[config.mk]
export PLATFORM = sky130hd
export DESIGN_NAME = cca_ctrl
export DESIGN_NICKNAME = d
export VERILOG_FILES = /design/src/rtl/cca_pkg.sv /design/src/rtl/cca_ctrl.sv
export SDC_FILE = /design/constraint.sdc
export NUM_CORES = 1
export LEC_CHECK = 0
export BUFFER_PORTS_ARGS = -buffer_cell sky130_fd_sc_hd__clkbuf_2
export CAP_MARGIN = 20
export CORE_MARGIN = 3
export CORE_UTILIZATION = 46
export DETAILED_ROUTE_END_ITERATION = 10
export GPL_ROUTABILITY_DRIVEN = 0
export PLACE_DENSITY_LB_ADDON = 0.15
export SETUP_SLACK_MARGIN = 0.15
export SYNTH_ARGS = -nofsm -noshare
export SYNTH_HDL_FRONTEND = slang
export SYNTH_SLANG_ARGS = --single-unit
export TNS_END_PERCENT = 10
[constraint.sdc]
create_clock -name clk_i -period 2.44 [get_ports clk_i]
set_input_delay 0 -clock clk_i [delete_from_list [all_inputs] [get_ports clk_i]]
set_output_delay 0 -clock clk_i [all_outputs]
set_load 0.02 [all_outputs]
[src/rtl/cca_pkg.sv]
`timescale 1ns / 1ps
`default_nettype none
// ----------------------------------------------------------------------------
// Cluster chain allocator package
// Shared widths, codes and the command/status bundles between the
// controller and the datapath.
// ----------------------------------------------------------------------------
package cca_pkg;

  // Table geometry and field widths
  localparam int unsigned MAX_CLUSTERS_DEF = 1024;
  localparam int unsigned LINK_W           = 11;
  localparam int unsigned KIND_W           = 3;
  localparam int unsigned ST_W             = 2;

  // Stored link values and register reset values
  localparam logic [LINK_W-1:0] LINK_FREE   = '0;
  localparam logic [LINK_W-1:0] END_MARK    = '1;
  localparam logic [LINK_W-1:0] COUNT_RESET = 11'd1024;
  localparam logic [LINK_W-1:0] PTR_RESET   = 11'd1;

  // Request kinds
  localparam logic [KIND_W-1:0] KIND_ALLOC      = 3'd0;
  localparam logic [KIND_W-1:0] KIND_NEXT       = 3'd1;
  localparam logic [KIND_W-1:0] KIND_LINK       = 3'd2;
  localparam logic [KIND_W-1:0] KIND_MARK_END   = 3'd3;
  localparam logic [KIND_W-1:0] KIND_FREE_CHAIN = 3'd4;
  localparam logic [KIND_W-1:0] KIND_FREE_ONE   = 3'd5;

  // Response status codes
  localparam logic [ST_W-1:0] ST_OK      = 2'd0;
  localparam logic [ST_W-1:0] ST_CORRUPT = 2'd1;
  localparam logic [ST_W-1:0] ST_NOSPC   = 2'd2;

  // Table write data select
  typedef enum logic [1:0] {
    WSEL_ZERO,
    WSEL_END,
    WSEL_LINK
  } wsel_e;

  // Result cluster select
  typedef enum logic [1:0] {
    RES_ZERO,
    RES_CUR,
    RES_RD
  } res_sel_e;

  // Controller to datapath
  typedef struct packed {
    logic              load;        // capture request beat
    logic              clr_step;    // write zero at sweep address, advance
    logic              alloc_init;  // set scan start, clear count
    logic              wr;          // write table at current cluster
    wsel_e             wsel;
    logic              scan_adv;    // step scan pointer with wrap
    logic              alloc_take;  // move next-fit pointer past current
    logic              release_ptr; // lower next-fit pointer to current
    logic              chain_adv;   // move to successor, count step
    logic              fin;         // capture result
    logic [ST_W-1:0]   fin_st;
    res_sel_e          fin_res;
    logic              out_load;    // move result into output register
  } cca_cmd_t;

  // Datapath to controller
  typedef struct packed {
    logic              clear_last;
    logic [KIND_W-1:0] kind;
    logic              cur_zero;
    logic              cur_in_range;
    logic              n_zero;
    logic              rd_zero;
    logic              rd_end;
    logic              rd_in_range;
    logic              scan_last;
    logic              steps_over;
  } cca_sts_t;

endpackage
`default_nettype wire

[src/rtl/cca_ctrl.sv]
`timescale 1ns / 1ps
`default_nettype none
// ----------------------------------------------------------------------------
// Cluster chain allocator controller
// Sequences the reset sweep, request decode, table scans and chain walks.
// ----------------------------------------------------------------------------
module cca_ctrl
  import cca_pkg::*;
(
  input  wire logic     clk_i,
  input  wire logic     rst_ni,
  input  wire logic     req_valid_i,
  output logic          req_ready_o,
  output logic          rsp_valid_o,
  input  wire logic     rsp_ready_i,
  input  wire cca_sts_t sts_i,
  output cca_cmd_t      cmd_o
);

  localparam logic [3:0] S_CLEAR      = 4'd0;
  localparam logic [3:0] S_IDLE       = 4'd1;
  localparam logic [3:0] S_DISPATCH   = 4'd2;
  localparam logic [3:0] S_SCAN_RD    = 4'd3;
  localparam logic [3:0] S_SCAN_CHK   = 4'd4;
  localparam logic [3:0] S_NEXT_CHK   = 4'd5;
  localparam logic [3:0] S_CHAIN_TEST = 4'd6;
  localparam logic [3:0] S_CHAIN_CHK  = 4'd7;
  localparam logic [3:0] S_DONE       = 4'd8;

  logic [3:0] state_q, state_d;
  logic       out_valid_q, out_valid_d;
  logic       slot_free;

  assign slot_free   = !out_valid_q || rsp_ready_i;
  assign req_ready_o = (state_q == S_IDLE);
  assign rsp_valid_o = out_valid_q;

  // Command decode and next state
  always_comb begin
    state_d        = state_q;
    cmd_o          = '0;
    cmd_o.wsel     = WSEL_ZERO;
    cmd_o.fin_st   = ST_OK;
    cmd_o.fin_res  = RES_ZERO;

    unique case (state_q)
      S_CLEAR: begin
        cmd_o.clr_step = 1'b1;
        if (sts_i.clear_last) begin
          state_d = S_IDLE;
        end
      end

      S_IDLE: begin
        if (req_valid_i) begin
          cmd_o.load = 1'b1;
          state_d    = S_DISPATCH;
        end
      end

      S_DISPATCH: begin
        state_d = S_DONE;
        unique case (sts_i.kind) inside
          KIND_ALLOC: begin
            if (sts_i.n_zero) begin
              cmd_o.fin    = 1'b1;
              cmd_o.fin_st = ST_NOSPC;
            end else begin
              cmd_o.alloc_init = 1'b1;
              state_d          = S_SCAN_RD;
            end
          end
          KIND_NEXT: begin
            if (sts_i.cur_in_range) begin
              state_d = S_NEXT_CHK;
            end else begin
              cmd_o.fin    = 1'b1;
              cmd_o.fin_st = ST_CORRUPT;
            end
          end
          KIND_LINK, KIND_MARK_END, KIND_FREE_ONE: begin
            cmd_o.fin = 1'b1;
            if (sts_i.cur_in_range) begin
              cmd_o.wr     = 1'b1;
              cmd_o.fin_st = ST_OK;
              if (sts_i.kind == KIND_LINK) begin
                cmd_o.wsel = WSEL_LINK;
              end else if (sts_i.kind == KIND_MARK_END) begin
                cmd_o.wsel = WSEL_END;
              end else begin
                cmd_o.wsel        = WSEL_ZERO;
                cmd_o.release_ptr = 1'b1;
              end
            end else begin
              cmd_o.fin_st = ST_CORRUPT;
            end
          end
          KIND_FREE_CHAIN: begin
            state_d = S_CHAIN_TEST;
          end
          default: begin
            cmd_o.fin    = 1'b1;
            cmd_o.fin_st = ST_CORRUPT;
          end
        endcase
      end

      // Each scanned entry takes a read state, then a check state
      S_SCAN_RD: begin
        state_d = S_SCAN_CHK;
      end

      S_SCAN_CHK: begin
        if (sts_i.rd_zero) begin
          cmd_o.wr         = 1'b1;
          cmd_o.wsel       = WSEL_END;
          cmd_o.alloc_take = 1'b1;
          cmd_o.fin        = 1'b1;
          cmd_o.fin_st     = ST_OK;
          cmd_o.fin_res    = RES_CUR;
          state_d          = S_DONE;
        end else if (sts_i.scan_last) begin
          cmd_o.fin    = 1'b1;
          cmd_o.fin_st = ST_NOSPC;
          state_d      = S_DONE;
        end else begin
          cmd_o.scan_adv = 1'b1;
          state_d        = S_SCAN_RD;
        end
      end

      S_NEXT_CHK: begin
        cmd_o.fin = 1'b1;
        state_d   = S_DONE;
        if (sts_i.rd_end) begin
          cmd_o.fin_st = ST_OK;
        end else if (sts_i.rd_in_range) begin
          cmd_o.fin_st  = ST_OK;
          cmd_o.fin_res = RES_RD;
        end else begin
          cmd_o.fin_st = ST_CORRUPT;
        end
      end

      // Stop at chain end, reject a bad cluster
      S_CHAIN_TEST: begin
        if (sts_i.cur_zero) begin
          cmd_o.fin    = 1'b1;
          cmd_o.fin_st = ST_OK;
          state_d      = S_DONE;
        end else if (!sts_i.cur_in_range) begin
          cmd_o.fin    = 1'b1;
          cmd_o.fin_st = ST_CORRUPT;
          state_d      = S_DONE;
        end else begin
          state_d = S_CHAIN_CHK;
        end
      end

      // Release current entry and step to its successor; stop on a bad link or the step limit
      S_CHAIN_CHK: begin
        if (sts_i.rd_end || sts_i.rd_in_range) begin
          cmd_o.wr          = 1'b1;
          cmd_o.wsel        = WSEL_ZERO;
          cmd_o.release_ptr = 1'b1;
          cmd_o.chain_adv   = 1'b1;
          if (sts_i.steps_over) begin
            cmd_o.fin    = 1'b1;
            cmd_o.fin_st = ST_CORRUPT;
            state_d      = S_DONE;
          end else begin
            state_d = S_CHAIN_TEST;
          end
        end else begin
          cmd_o.fin    = 1'b1;
          cmd_o.fin_st = ST_CORRUPT;
          state_d      = S_DONE;
        end
      end

      S_DONE: begin
        if (slot_free) begin
          cmd_o.out_load = 1'b1;
          state_d        = S_IDLE;
        end
      end

      default: begin
        state_d = S_IDLE;
      end
    endcase
  end

  // Output beat holds until taken
  always_comb begin
    if (cmd_o.out_load) begin
      out_valid_d = 1'b1;
    end else if (rsp_ready_i) begin
      out_valid_d = 1'b0;
    end else begin
      out_valid_d = out_valid_q;
    end
  end

  always_ff @(posedge clk_i or negedge rst_ni) begin
    if (!rst_ni) begin
      state_q     <= S_CLEAR;
      out_valid_q <= 1'b0;
    end else begin
      state_q     <= state_d;
      out_valid_q <= out_valid_d;
    end
  end

  // One request in flight at a time
  a_one_in_flight: assert property (@(posedge clk_i) disable iff (!rst_ni)
    (req_valid_i && req_ready_o) |=> !req_ready_o)
    else $error("request accepted while another is in flight");

  // A result never overwrites a beat that was not taken
  a_no_overwrite: assert property (@(posedge clk_i) disable iff (!rst_ni)
    cmd_o.out_load |-> (!out_valid_q || rsp_ready_i))
    else $error("output beat overwritten");

  // Table writes only touch clusters in range
  a_write_in_range: assert property (@(posedge clk_i) disable iff (!rst_ni)
    cmd_o.wr |-> sts_i.cur_in_range)
    else $error("table write outside cluster range");

  // A captured result reaches the output stage
  a_fin_to_done: assert property (@(posedge clk_i) disable iff (!rst_ni)
    cmd_o.fin |=> (state_q == S_DONE))
    else $error("result captured without output stage");

endmodule
`default_nettype wire

# Yosys cells after proc, flatten, opt, wreduce, memory -nomap -nowiden
# Cells that the tools add are included.
# totals
output_inout_bits	18
register_bits	5
input_bits	16
# classes
mux	57
eq_ne	16
n_reduce_logical	8
# op_table
op	n
4-bit two-way mux	11
4-bit one-hot mux with 9 select lines	1
3-bit two-way mux	11
1-bit two-way mux	23
4-bit by 3-bit == test with 1-bit output (second input constant)	4
3-bit one-hot mux with 5 select lines	1
3-bit one-hot mux with 4 select lines	1
4-bit one-hot mux with 3 select lines	1
2-bit two-way mux	5
3-bit one-hot mux with 3 select lines	1
4-bit by 2-bit == test with 1-bit output (second input constant)	2
3-bit by 2-bit == test with 1-bit output (second input constant)	2
3-bit == test (second input constant)	2
2-bit != test (second input constant)	3
4-bit by 1-bit == test with 1-bit output (second input constant)	1
4-bit == test (second input constant)	1
4-bit logical NOT	1
2-bit one-hot mux with 2 select lines	1
3-bit by 1-bit == test with 1-bit output (second input constant)	1
3-bit logical NOT	1
3-bit AND reduction	1
3-bit OR reduction	1
1-bit logical OR	2
1-bit one-hot mux with 2 select lines	1
2 further kinds	2

# Logic depth before layout (Yosys ltp)
# logic_depth
word_depth	6
depth_mapped	5
mapped_depth_nobuf	4

# Worst setup path before layout
# No wires, ideal clock.
# synth_timing
path_kind	register -> register
start	register state_q[3]
end	register state_q[1]
setup_slack_ns	0.602
setup_ns	0.094
path_stages_with_launch	5
synth_period_minus_slack_ns	1.838
arrival_time_ns	1.744
cell_sequence	dfrtp_1 nand2b_1 nor4_1 a311oi_1 a211oi_1
# synth_between
elab_chain_cells	3
word_cells_on_any_way	14
classes_between	eq/ne (11); mux (1); reduce/logical (2)
# synth_lines
element	line	rtl
start: declaration	cca_ctrl.sv:30	logic [3:0] state_q, state_d;
start signal: assignment	cca_ctrl.sv:210	state_q <= state_d;
4-bit == test, or another cell as far along	cca_ctrl.sv:46	unique case (state_q)
2-bit != test (no source line)	-	
3-bit AND reduction (no source line)	-	
# Several ways; a longest one is shown, not always the timed one.
# A chain may end at the register's enable or synchronous reset.

==> reports/summary.txt <==
Status - finished, final reports clean
Crit start category - flop
Pins Over Slew Limit - 0
Commonest cells after routing, fill and taps aside - clkbuf_2, nand2_1, inv_1, nor2_1
Number of antenna-violating nets in the routed design - 0
GRT Util Overall - 19.5%
Syn_area_per_cell - 7.12 µm²
Hold Crit Class - in -> reg
Min-delay src - rsp_ready_i
Clock sink count - 5
Seq/Total Area, Yosys - 20.7%
Worst-path clk slew - 40 ps
CTS max path bufs - 2
Drt initial violations - 20
Max-Slew Margin vs Limit - 63.7%
FF-to-FF Start - state_q[3]
Crit path capture type - primary output
Row cnt - 12
Max Clock Freq - 0.488 GHz
Die X - 42.3 µm
Static Leak - 0.432 nW
Grt ovf - 0
Routed WL per cell - 12.9 µm
Commonest non-fill, non-tap cell in the layout - clkbuf_2
Diodes inserted - 0
Hpwl dp - 1400 µm
Largest net degree at the start of global routing - 14
Die H - 42.3 µm
Core area - 1170 µm²
Post-CTS Resized - 0
DRT Pass-1 Iters - 4
Final number of setup-violating endpoints - 0
IO buf count - 33
Max Fanout on Critical Path - 13
Crit path from - state_q[0]
Boundary Pins - 34
Antenna violations before repair - 0
Yosys cell types - 36
Main synth FF type - dfrtp_1
Vias in the first global route - 660
Arrival @ worst endpoint - 2050 ps
Setup tns final - 0 ps
Clk_lat worst skew - 240 ps
CTS Buf Count - 3
P&R area growth vs syn - 30.8%
Max Cap Violations - 0
Mapped Nets - 101
Fin crit share - 84.0%
Post-synth EDFFs - 0
CTS H-tree depth - 1
Least-Margin Pin Slew - 539 ps
Min Clock Period, post-route - 2050 ps
Initial core utilization - 51.7%
First-pass GRT wire length - 2760 µm
Post-Route WL - 1700 µm
Final nets - 135
WP data required - 2440 ps
Worst clock skew - 3.69 ps
Peak supply drop - 0.000662 V
Share of layout cells above drive strength 1 - 33.9%
Mapped Area - 606 µm²
CTS tree - yes
CTS Root Cell - clkbuf_4
Ys async rst share - 100%
Vias - 748
Kind of critical path - reg -> out
DRC - 0
Final hold violation count - 0
Cell Pwr Density - 856 nW/µm²
RSZ-0062 raised after global routing - false
Drt via density - 5.67
Die Area - 1790 µm²
Placed Area - 756 µm²
Post-Syn Instances - 85
Yosys warns - 0
Final instance area - 792 µm²
Synth Register Bits - 5
-- critical path, cell delays in order (launching register included) --
cell and delay (ps):
dfrtp_1 510, or4b_4 650, o41ai_4 320, nand3b_1 160, clkbuf_2 180
-- cells in the mapped netlist (2+ instances only) --
cell / n / area, µm²
inv_1: 7 / 26.3
nand2_1: 7 / 26.3
nor2_1: 7 / 26.3
nand2b_1: 6 / 37.5
o21ai_0: 6 / 30.0
dfrtp_1: 5 / 125
nor3_1: 5 / 25.0
nand3_1: 4 / 20.0
a21oi_1: 3 / 15.0
nor2b_1: 3 / 18.8
nor4_1: 3 / 18.8
a211oi_1: 2 / 15.0
buf_2: 2 / 10.0
nand3b_1: 2 / 15.0
o21ai_1: 2 / 10.0
-- cell type report --
| type | instances | area (µm²) |
|---|---|---|
| inverters | 7 | 26.3 |
| repair buffers | 34 | 175 |
| clock buffers | 4 | 26.3 |
| well taps | 14 | 17.5 |
| flip-flops and latches | 5 | 125 |
| multi-input cells | 68 | 422 |
| fillers | 104 | 379 |
-- path summary, 6_finish.rpt --
check                           cells after the start     endpoint  slack [ps]
max in group asynchronous                           2   state_q[0]        2180
worst min-delay path                                3  rsp_valid_o          90
worst min register to register                      1   state_q[1]         690
worst max-delay path                                4    cmd_o[12]         390
min in group asynchronous                           2   state_q[3]         120
worst max register to register                      4   state_q[1]         690
-- metal layers --
metal	global-route usage [%]	routed length (µm)
met3	6.01	141
met5	0	0
met2	31.9	806
met4	3.11	7
met1	25.5	742
-- kinds of logic after synthesis --
group | count (synthesis) | synth area share, %
DFF | 5 | 20.7
buffers and inverters | 12 | 9.71
AOI/OAI and AO/OA | 22 | 26.0
muxes | 1 | 1.65
and+or+nand+nor | 45 | 41.9
-- registers in the layout, indices dropped and copies added (netlist names) --
signal and count:
state_q 4, rsp_valid_o 1
-- what timing repair did --
| action | 4_1_cts | 5_1_grt |
|---|---|---|
| setup endpoints to repair | 0 | 0 |
| endpoints found under the hold margin | 5 | 0 |
| hold buffers | 1 | 0 |
| buffers inserted | 0 | 0 |
-- metrics by stage --
stage / util [%] / power [mW] / cells / hold slack [ps] / worst slack, ps
after floorplan: - / 0.473 / 85 / -296 / 602
after global placement: 64.5 / 0.571 / 127 / -178 / 719
after detailed placement: 64.5 / 0.579 / 127 / -178 / 661
after CTS: 67.6 / 0.677 / 132 / 82.1 / 411
after global routing: 67.6 / 0.735 / 132 / 104 / 277
final: 67.6 / 0.678 / 132 / 89.9 / 391
-- power by group --
| part | internal, mW | switching (mW) | total, mW |
|---|---|---|---|
| logic | 0.151 | 0.234 | 0.385 |
| clock network | 0.0617 | 0.0319 | 0.0936 |
| registers | 0.115 | 0.0835 | 0.199 |
| total | 0.328 | 0.350 | 0.678 |
(Power assumes the default switching activity.)
